===== src/sv/mmft_pkg.sv =====
package mmft_pkg;

	localparam int unsigned MaxLevel = 3;
	localparam int unsigned LvlW     = 2;  // holds 0..MaxLevel
	localparam int unsigned CntW     = 3;  // face row/column, 0..2^MaxLevel-1
	localparam int unsigned CrdW     = 4;  // grid coordinate, 0..2^MaxLevel
	localparam int unsigned IdxW     = 32;

	typedef enum logic {
		ST_IDLE,
		ST_RUN
	} mmft_state_t;

	// sequencer view handed to the vertex units
	typedef struct packed {
		logic            run;
		logic [CntW-1:0] fx;
		logic [CntW-1:0] fy;
		logic [LvlW-1:0] level;
		logic [2:0]      collapse;  // edge level below the face level, per edge
		logic            last;
	} mmft_ctrl_t;

	// vertices in a base triangle of the given level: (n+1)(n+2)/2
	function automatic logic [IdxW-1:0] vert_count(input logic [LvlW-1:0] lvl);
		logic [CrdW:0]   n1;
		logic [2*CrdW+1:0] prod;
		begin
			n1   = (CrdW+1)'((CrdW+1)'(1) << lvl) + (CrdW+1)'(1);
			prod = (2*CrdW+2)'(n1) * (2*CrdW+2)'(n1 + (CrdW+1)'(1));
			vert_count = IdxW'(prod >> 1);
		end
	endfunction

	// triangular number y(y+1)/2 for a grid row
	function automatic logic [2*CrdW-1:0] tri_num(input logic [CrdW-1:0] y);
		logic [2*CrdW-1:0] prod;
		begin
			prod    = (2*CrdW)'(y) * (2*CrdW)'(y + CrdW'(1));
			tri_num = prod >> 1;
		end
	endfunction

endpackage


===== src/sv/mmft_vertex.sv =====
module mmft_vertex
	import mmft_pkg::*;
(
	input  logic [CrdW-1:0] x,
	input  logic [CrdW-1:0] y,
	input  logic            flip,
	input  logic [LvlW-1:0] level,
	input  logic [2:0]      collapse,
	input  logic [IdxW-1:0] base,
	output logic [IdxW-1:0] index,
	output logic [CrdW-1:0] grid_x,
	output logic [CrdW-1:0] grid_y
);

	logic [CrdW-1:0] n;
	logic [CrdW-1:0] half;
	logic [CrdW-1:0] vx;
	logic [CrdW-1:0] vy;

	assign n    = CrdW'(CrdW'(1) << level);
	assign half = n >> 1;
	assign vx   = flip ? n - x : x;
	assign vy   = flip ? n - y : y;

	assign index = base + IdxW'(tri_num(vy)) + IdxW'(vx);

	// odd vertices on a coarser edge snap to an even neighbour
	always_comb begin
		grid_x = vx;
		grid_y = vy;
		if (collapse[0] && vx == '0 && vy[0]) begin
			grid_y = (vy < half) ? vy - CrdW'(1) : vy + CrdW'(1);
		end else if (collapse[1] && vy == n && vx[0]) begin
			grid_x = (vx < half) ? vx - CrdW'(1) : vx + CrdW'(1);
		end else if (collapse[2] && vx == vy && vx[0]) begin
			grid_x = (vx < half) ? vx + CrdW'(1) : vx - CrdW'(1);
			grid_y = grid_x;
		end
	end

endmodule


===== src/sv/mmft_seq.sv =====
module mmft_seq
	import mmft_pkg::*;
(
	input  logic            clk,
	input  logic            arst_n,
	input  logic            in_valid,
	input  logic [LvlW-1:0] lvl0,
	input  logic [LvlW-1:0] lvl1,
	input  logic [LvlW-1:0] lvl2,
	input  logic            adv,
	output logic            in_ready,
	output mmft_ctrl_t      ctrl,
	output logic [IdxW-1:0] base
);

	mmft_state_t     state_q, state_d;
	logic [CntW-1:0] fx_q, fy_q;
	logic [LvlW-1:0] level_q;
	logic [2:0]      coll_q;
	logic [IdxW-1:0] base_q;
	logic [CntW-1:0] nm1;
	logic            last;
	logic            accept;
	logic            step;
	logic            run;
	logic [LvlW-1:0] lmax;

	assign lmax   = (lvl0 > lvl1) ? ((lvl0 > lvl2) ? lvl0 : lvl2)
	                              : ((lvl1 > lvl2) ? lvl1 : lvl2);
	assign nm1    = CntW'((CrdW'(1) << level_q) - CrdW'(1));
	assign last   = (fx_q == nm1) && (fy_q == nm1);
	assign accept = in_valid && in_ready;
	assign step   = run && adv;

	always_comb begin
		state_d = state_q;
		unique case (state_q)
			ST_IDLE: if (in_valid)    state_d = ST_RUN;
			ST_RUN:  if (adv && last) state_d = ST_IDLE;
			default: state_d = ST_IDLE;
		endcase
	end

	always_comb begin
		in_ready = 1'b0;
		run      = 1'b0;
		unique case (state_q)
			ST_IDLE: in_ready = 1'b1;
			ST_RUN:  run      = 1'b1;
			default: in_ready = 1'b0;
		endcase
	end

	assign ctrl.run      = run;
	assign ctrl.fx       = fx_q;
	assign ctrl.fy       = fy_q;
	assign ctrl.level    = level_q;
	assign ctrl.collapse = coll_q;
	assign ctrl.last     = last;
	assign base          = base_q;

	always_ff @(posedge clk or negedge arst_n) begin
		if (!arst_n) begin
			state_q <= ST_IDLE;
			fx_q    <= '0;
			fy_q    <= '0;
			level_q <= '0;
			coll_q  <= '0;
			base_q  <= '0;
		end else begin
			state_q <= state_d;
			if (accept) begin
				fx_q    <= '0;
				fy_q    <= '0;
				level_q <= lmax;
				coll_q  <= {lvl2 < lmax, lvl1 < lmax, lvl0 < lmax};
			end else if (step) begin
				if (fx_q == nm1) begin
					fx_q <= '0;
					fy_q <= fy_q + CntW'(1);
				end else begin
					fx_q <= fx_q + CntW'(1);
				end
				if (last) base_q <= base_q + vert_count(level_q);
			end
		end
	end

	a_start_origin: assert property (@(posedge clk) disable iff (!arst_n)
		accept |=> (fx_q == '0 && fy_q == '0 && state_q == ST_RUN))
		else $error("walk did not start at face origin");

	a_last_ends: assert property (@(posedge clk) disable iff (!arst_n)
		(step && last) |=> (state_q == ST_IDLE))
		else $error("sequencer kept running past final microtriangle");

	a_in_range: assert property (@(posedge clk) disable iff (!arst_n)
		run |-> (fx_q <= nm1 && fy_q <= nm1))
		else $error("face counter out of range");

	a_base_hold: assert property (@(posedge clk) disable iff (!arst_n)
		!(step && last) |=> $stable(base_q))
		else $error("vertex base moved mid-face");

endmodule


===== src/sv/micromesh_face_tessellator.sv =====
// Path: the input beat loads the sequencer registers; each microtriangle is then computed
//   combinationally from them and registered in the output register before it leaves.
// Throughput: one microtriangle per cycle while the output does not stall; a base triangle
//   of level L (n = 2^L) yields n*n of them, and the input side opens again only when idle.
// Output stalls freeze the face walk; a new input beat may land while the final one waits.
// Reset (arst_n low, async): sequencer idle, output empty, vertex base cleared to zero.
module micromesh_face_tessellator
	import mmft_pkg::*;
(
	input  logic         clk,
	input  logic         arst_n,
	input  logic         s_tvalid,
	output logic         s_tready,
	input  logic [7:0]   s_tdata,   // level_edge_zero, level_edge_one, level_edge_two, pad
	output logic         m_tvalid,
	input  logic         m_tready,
	output logic [119:0] m_tdata,   // index_first, index_second, index_third,
	                                // first_grid_x, first_grid_y, second_grid_x,
	                                // second_grid_y, third_grid_x, third_grid_y
	output logic         m_tlast    // last_of_face
);

	mmft_ctrl_t      ctrl;
	logic [IdxW-1:0] base;
	logic            adv;
	logic            flip;

	logic [CrdW-1:0] ax, ay, bx, by, cx, cy;
	logic [IdxW-1:0] idx_a, idx_b, idx_c;
	logic [CrdW-1:0] gax, gay, gbx, gby, gcx, gcy;

	logic            m_valid_q;
	logic [119:0]    m_data_q;
	logic            m_last_q;

	// output register free or draining this cycle
	assign adv = !m_valid_q || m_tready;

	mmft_seq u_seq (
		.clk      (clk),
		.arst_n   (arst_n),
		.in_valid (s_tvalid),
		.lvl0     (s_tdata[1:0]),
		.lvl1     (s_tdata[3:2]),
		.lvl2     (s_tdata[5:4]),
		.adv      (adv),
		.in_ready (s_tready),
		.ctrl     (ctrl),
		.base     (base)
	);

	// microtriangle (fx,fy): (fx,fy), (fx,fy+1), (fx+1,fy+1); upper ones mirrored about (n/2,n/2)
	assign flip = ctrl.fx > ctrl.fy;
	assign ax   = CrdW'(ctrl.fx);
	assign ay   = CrdW'(ctrl.fy);
	assign bx   = ax;
	assign by   = ay + CrdW'(1);
	assign cx   = ax + CrdW'(1);
	assign cy   = by;

	mmft_vertex u_va (
		.x(ax), .y(ay), .flip(flip), .level(ctrl.level), .collapse(ctrl.collapse),
		.base(base), .index(idx_a), .grid_x(gax), .grid_y(gay)
	);

	mmft_vertex u_vb (
		.x(bx), .y(by), .flip(flip), .level(ctrl.level), .collapse(ctrl.collapse),
		.base(base), .index(idx_b), .grid_x(gbx), .grid_y(gby)
	);

	mmft_vertex u_vc (
		.x(cx), .y(cy), .flip(flip), .level(ctrl.level), .collapse(ctrl.collapse),
		.base(base), .index(idx_c), .grid_x(gcx), .grid_y(gcy)
	);

	always_ff @(posedge clk or negedge arst_n) begin
		if (!arst_n) begin
			m_valid_q <= 1'b0;
		end else if (adv) begin
			m_valid_q <= ctrl.run;
		end
	end

	// payload: no reset
	always_ff @(posedge clk) begin
		if (adv && ctrl.run) begin
			m_data_q <= {gcy, gcx, gby, gbx, gay, gax, idx_c, idx_b, idx_a};
			m_last_q <= ctrl.last;
		end
	end

	assign m_tvalid = m_valid_q;
	assign m_tdata  = m_data_q;
	assign m_tlast  = m_last_q;

endmodule

===== config.mk =====
export PLATFORM = sky130hd
export DESIGN_NAME = micromesh_face_tessellator
export DESIGN_NICKNAME = d
export VERILOG_FILES = /design/src/sv/mmft_pkg.sv /design/src/sv/mmft_vertex.sv /design/src/sv/mmft_seq.sv /design/src/sv/micromesh_face_tessellator.sv
export SDC_FILE = /design/constraint.sdc
export NUM_CORES = 1
export LEC_CHECK = 0
export BUFFER_PORTS_ARGS = -buffer_cell sky130_fd_sc_hd__buf_2
export CORE_MARGIN = 3
export CORE_UTILIZATION = 30
export CTS_CLUSTER_SIZE = 25
export DETAILED_ROUTE_END_ITERATION = 12
export PLACE_DENSITY_LB_ADDON = 0.2
export SLEW_MARGIN = 15
export SYNTH_ARGS = -nofsm -noshare
export SYNTH_HDL_FRONTEND = slang
export SYNTH_SLANG_ARGS = --single-unit

===== constraint.sdc =====
create_clock -name clk -period 21.5 [get_ports clk]
set_input_delay 1.075 -clock clk [delete_from_list [all_inputs] [get_ports clk]]
set_output_delay 1.075 -clock clk [all_outputs]
set_load 0.01 [all_outputs]

==> run_results.csv, run 1 <==
group,metric,value,unit
outcome,status,"complete, no violations",
timing,min_period,9.60,ns
clock_network,cts_buffers,17,
synth,ys.flop_type,"edfxtp_1",
synth,seq_area_frac_synth,0.358,
die,die-area,0.0469,mm2
clock_network,cts_buffer_depth,2,
placed_design,finalWeightedCongestion,0.846,
cells_and_area,fill_cells,4518,
die,rows,76,
timing,finalCritPeriodShare,0.447,
placed_design,port_buffers,132,
placed_design,post-place-ws,11.73,ns
clock_network,postCtsSetupBuffers,0,
timing,fin_setup_tns,0,ns
global_routing,grt_pass1_wl,56800,um
synth,synth_edf_count,121,
drt,wire_per_inst,17.3,um
worst_setup_path,max_stage_delay,0.87,ns
timing,hold_ws,0.527,ns
synth,yosysTopAreaCell,"edfxtp_1",
min_path,holdPathStages,2,
timing,rsz0062_at_grt,"false",
die,start_util,0.306,
synth,ys_types,82,
clock_network,clk_pin_slew,0.08,ns
worst_setup_path,worstSetupPathType,"reg2reg",
synth,avgSynthCellArea,9.70,um2
die,core_area,0.0435,mm2
synth,netlist.area_leader.share,0.273,
global_routing,gr-total-overflow,0,
cells_and_area,layout-drive-gt1-share,0.142,
drt,drt_iter0_markers,533,
clock_network,cts_hold_buf,0,
worst_setup_path,crit_cells,31,
worst_setup_path,rr_startpoint,"u_seq.level_q[1]",
cells_and_area,areaGrowthSynthToFinish,13.9,%
clock_network,clockRootBuffer,"clkbuf_16",
worst_setup_path,cp_slowest_cell,"nor4_1",
drt,drc_errors,0,
worst_setup_path,worst-r2r-cell-count,31,
worst_setup_path,crit_start,"u_seq.level_q[1]",
clock_network,htreeDepth,4,
clock_network,tritoncts,"built",
global_routing,antenna_found_initial,0,
cells_and_area,diodes,0,
clock_network,clock_latency,0.48,ns
timing,max_freq,104,MHz
timing,finalWorstSetupSlack,11.90,ns
flow_run,drv_cap,0,
clock_network,cts.sinks,166,
timing,relSlewSlack,0.344,
synth,ys_warn_count,0,
worst_setup_path,path_buf_inv,6,
timing,tightest_slew,0.974,ns
drt,via_per_inst,4.86,
global_routing,grt_pass1_vias,10200,
cells_and_area,fin_util,0.349,
die,io_pins,135,
synth,synthArstFlopShare,0.271,
synth,yosys-top-cells-area,"edfxtp_1 27%, ha_1 12%, xnor2_1 8.8%",
drt,firstDrtPassIters,5,
min_path,worstHoldStart,"m_tvalid",
synth,syn_inst,1371,
min_path,hold_path.class,"reg2reg",
die,die_h,217,um
timing,finClkSkew,0.0128,ns
cells_and_area,final_nets,1646,
worst_setup_path,start_kind,"register",
die,die_w,217,um
worst_setup_path,crit_required,21.72,ns
worst_setup_path,critical_path.max_fanout,16,
clock_network,cts_resized,0,
worst_setup_path,cp_top_family,"simple AND/OR/NAND/NOR gates",
worst_setup_path,crit_top_cell,"ha_1",
drt,antenna_left,0,
synth,synth_commonest_cells,"134 x xnor2_1, 124 x ha_1, 121 x edfxtp_1",
timing,drv_slew,0,
worst_setup_path,cp.arrival,9.82,ns
timing,setup_viol,0,
global_routing,grt_max_degree,71,
drt,route.vias.total,10100,
timing,hold_violations,0,
worst_setup_path,cp-end-kind,"register",
global_routing,track_usage,0.156,
placed_design,dp_hpwl,27600,um
drt,wirelength,36000,um
synth,yosysMostFrequentCell,"xnor2_1",
synth,synth_area,0.0133,mm2
synth,ys_ff_latch,166,
## stage by stage
step                      area, um2  cells
after floorplan               13300   1373
after global placement        14600   2047
after detailed placement      14600   2047
after CTS                     15100   2079
after global routing          15100   2079
final                         15100   2079
## worst reg2reg max path: cells and delay by family (launching register included)
family / cells / cell delay, ns
DFF: 1 / 0.64
AOI/OAI and AO/OA: 5 / 1.28
adders and majority gates: 8 / 2.84
and+or+nand+nor: 8 / 2.91
muxes: 1 / 0.24
xor gates and xnor gates: 3 / 0.49
buffers and inverters: 6 / 0.93
## cells in the final DEF (no fill, tap or decap), types with 7 or more instances in the layout
cell / count
nor4_1: 11
xor2_1: 61
o21bai_1: 7
and4_1: 7
and3_1: 11
nand3_1: 59
and2_1: 17
clkbuf_16: 17
a21o_1: 17
nand4_1: 24
xnor2_1: 134
a21oi_1: 57
nor3_1: 26
dfrtp_1: 45
nor2b_1: 19
nor2_1: 95
edfxtp_1: 121
ha_1: 124
a21boi_0: 7
o21ai_0: 53
buf_2: 132
nand2b_1: 19
o211ai_1: 12
or2_2: 7
buf_4: 14
nand2_1: 107
fa_1: 29
inv_1: 106
mux2i_1: 21
o21a_1: 7
## worst paths after layout
kind                             endpoint  slack, ns
setup / recovery              m_tdata[90]      11.90
hold / removal                   m_tvalid       0.53
setup reg to reg              m_tdata[90]      11.90
hold reg to reg                  m_tvalid       0.53
max in group asynchronous  u_seq.base[14]      20.30
min in group asynchronous   u_seq.fy_q[2]       0.72
## flip-flops by register name (all words and copies together) (netlist names)
name	flops
u_seq.level_q	2
u_seq.fx_q	3
m_tlast	1
u_seq.fy_q	3
u_seq.state_q	1
m_tvalid	1
u_seq.coll_q	3
m_tdata	120
u_seq.base	32
## kinds of logic after synthesis
family | after synthesis | synth area share
other | 2 | 0.000565
XOR/XNOR | 199 | 0.133
flip-flops | 166 | 0.358
AND/OR/NAND/NOR | 441 | 0.169
multiplexers | 25 | 0.0200
buffers and inverters | 166 | 0.0503
adder cells (fa/ha/maj) | 155 | 0.162
AO/OA/AOI/OAI | 217 | 0.107
## area by class of cell
type | count | area, um2 | share of cell area
clock buffer | 19 | 433 | 0.0286
clock inverter | 13 | 159 | 0.0105
inverter | 109 | 412 | 0.0272
multi-input combinational | 1041 | 7890 | 0.521
sequential | 166 | 4760 | 0.314
tap | 585 | 732 | 0.0483
timing repair buffer | 146 | 766 | 0.0506
## layer usage
| metal | GRT usage | part of all wire | vias to the layer above |
|---|---|---|---|
| met5 | 0 | 0 | - |
| li1 | - | - | 5028 |
| met1 | 0.194 | 0.44 | 4819 |
| met3 | 0.0337 | 0.040 | 48 |
| met2 | 0.272 | 0.50 | 209 |
| met4 | 0.0471 | 0.018 | 0 |
Power of run 1 is not shown: default switching activity piles up to over one toggle a cycle in this logic, so the estimate is an artifact.
==> inputs of run 2 (changes only) <==
Settings changed: ABC_AREA set to 1.
Clock period 21.5 ns to 8.3 ns, I/O delays scaled along.
==> run 2 against run 1 <==
Net effect:
- clock skew grew 0.00091 ns
- synthesized area grew 7.5%
- hold slack lost 0.46 ns
- flip-flop and latch count is the same
- worst setup slack lost 11 ns
- global-route usage grew 0.81 points
- fmax grew 25%
- wire length grew 14%
- critical path type unchanged
- design area grew 8.0%
- final cell count grew 27%
- core utilization grew 0.072 points
- synthesized cell count grew 36%
==> run_results.csv, run 2 <==
group,metric,value,unit
synth,synth_adder_area_share,0.149,
synth,yosysMostFrequentCell,"nand2_1",
synth,ys_ff_latch,166,
clock_network,cts.sinks,166,
worst_setup_path,cp-end-kind,"register",
global_routing,grt_max_degree,64,
cells_and_area,largest_register_ffs,120,
clock_network,clockRootBuffer,"clkbuf_16",
timing,min_period,7.68,ns
synth,synthArstFlopShare,0.271,
timing,finalCritPeriodShare,0.926,
drt,wirelength,41000,um
synth,synth_area,0.0143,mm2
synth,synth_compound_area_frac,0.0472,
clock_network,htreeDepth,4,
worst_setup_path,crit_top_cell,"nand2_1",
cells_and_area,areaGrowthSynthToFinish,14.5,%
drt,via_per_inst,4.70,
worst_setup_path,rr_startpoint,"u_seq.level_q[0]",
clock_network,cts_buffers,17,
worst_setup_path,worst-r2r-cell-count,39,
drt,antenna_left,0,
global_routing,grt_pass1_wl,65300,um
timing,drv_slew,0,
timing,rsz0062_at_grt,"false",
timing,relSlewSlack,0.386,
synth,seq_area_frac_synth,0.333,
placed_design,port_buffers,132,
clock_network,clk_pin_slew,0.07,ns
cells_and_area,diodes,0,
global_routing,gr-total-overflow,0,
worst_setup_path,max_stage_delay,0.50,ns
global_routing,track_usage,0.164,
synth,synth_edf_count,121,
worst_setup_path,critical_path.max_fanout,7,
timing,max_freq,130,MHz
drt,drt_iter0_markers,820,
worst_setup_path,cp_slowest_cell,"fa_1",
cells_and_area,mostFrequentLayoutCell,"nand2_1",
drt,route.vias.total,12400,
clock_network,cts_buffer_depth,2,
synth,netlist.area_leader.share,0.254,
flow_run,drv_cap,0,
die,die_h,224,um
synth,ys_warn_count,0,
timing,hold_violations,0,
worst_setup_path,timing.reg2reg.setup_slack,0.62,ns
min_path,hold_path.class,"in2async",
synth,synth_simple_gate_area_share,0.301,
die,die_w,224,um
synth,yosys-top-cells-area,"edfxtp_1 25%, nand2_1 15%, ha_1 11%",
worst_setup_path,cp.arrival,7.96,ns
synth,synth_commonest_cells,"562 x nand2_1, 252 x inv_1, 164 x nand3_1",
cells_and_area,layout_common_cells,"562 x nand2_1, 250 x inv_1, 164 x nand3_1",
clock_network,clock_latency,0.46,ns
cells_and_area,final_nets,2177,
synth,yosysTopAreaCell,"edfxtp_1",
placed_design,finalWeightedCongestion,0.876,
synth,ys.flop_type,"edfxtp_1",
synth,synth_top_family_by_area,"simple AND/OR/NAND/NOR gates",
synth,ys_types,50,
die,start_util,0.305,
worst_setup_path,crit_required,8.58,ns
synth,synthMuxAreaShare,0,
worst_setup_path,start_kind,"register",
drt,firstDrtPassIters,5,
die,io_pins,135,
die,die-area,0.0503,mm2
cells_and_area,layout-drive-gt1-share,0.137,
clock_network,tritoncts,"built",
clock_network,cts_hold_buf,0,
synth,synth-xor-area-share,0.0878,
synth,syn_inst,1860,
drt,drc_errors,0,
global_routing,antenna_found_initial,0,
placed_design,dp_hpwl,33300,um
outcome,status,"complete, no violations",
worst_setup_path,regToRegEndpoint,"m_tdata[23]",
timing,fin_setup_tns,0,ns
global_routing,grt_pass1_vias,12100,
drt,wire_per_inst,15.6,um
worst_setup_path,worstSetupPathType,"reg2reg",
synth,avgSynthCellArea,7.69,um2
cells_and_area,fill_cells,5009,
timing,tightest_slew,0.921,ns
die,rows,79,
timing,finClkSkew,0.0137,ns
timing,setup_viol,0,
die,core_area,0.0469,mm2
run 2: cell families after synthesis:
kind of cell | Yosys count
xor+xnor | 136
fa+ha+maj | 153
other cells | 2
buf+inv | 298
flops | 166
simple gates | 986
compound gates | 119
run 2: what timing repair did:
item / in CTS / in global routing
setup endpoints to repair: 0 / 9
resized for setup: 0 / 2
buffers inserted: 0 / 4
endpoints found under the hold margin: 0 / 0
run 2: final cells by class:
class	count	area [um2]	share of cell area
clock buffer	17	425	0.0260
sequential	166	4760	0.291
inverter	271	1020	0.0625
timing repair buffer	158	856	0.0523
multi-input combinational	1398	8390	0.513
tap	607	759	0.0464
clock inverter	15	153	0.00933
run 2: how the worst max path moves through the flow:
stage / depth (start not counted) / to / start / slack [ns]
final: 39 / m_tdata[23] / u_seq.level_q[0] / 0.62
after global routing: 41 / m_tdata[61] / u_seq.level_q[0] / 0.03
after CTS: 38 / m_tdata[23] / u_seq.level_q[0] / 0.58
after detailed placement: 38 / m_tdata[23] / u_seq.level_q[0] / 0.61
after global placement: 38 / m_tdata[23] / u_seq.level_q[0] / 0.70
after floorplan: 39 / m_tdata[19] / u_seq.level_q[1] / 1.52
run 2: worst max-delay path, delay by kind of cell (launching register included):
kind,cells,cell delay (ns)
XOR/XNOR,4,0.80
adder cells (fa/ha/maj),10,3.12
AND/OR/NAND/NOR,11,1.31
AO/OA/AOI/OAI,5,0.81
flip-flops,1,0.45
buffers and inverters,9,1.00
run 2: routing by layer:
layer	GRT usage	part of all wire	vias to the layer above
met2	0.294	0.50	250
li1	-	-	6285
met4	0.0424	0.018	0
met3	0.0240	0.041	44
met1	0.208	0.44	5785
met5	0	0	-
run 2: metrics by stage:
step	setup WS (ns)	instances	cell area [um2]	hold WS [ns]	utilization
2_1_floorplan	1.52	1862	14300	0.119	-
3_3_place_gp	0.697	2596	15800	0.488	0.336
3_5_place_dp	0.609	2596	15800	0.488	0.336
4_1_cts	0.576	2628	16300	0.0646	0.349
5_1_grt	0.0293	2632	16400	0.106	0.349
6_report	0.616	2632	16400	0.0689	0.349
Power of run 2 is left out for the same reason.
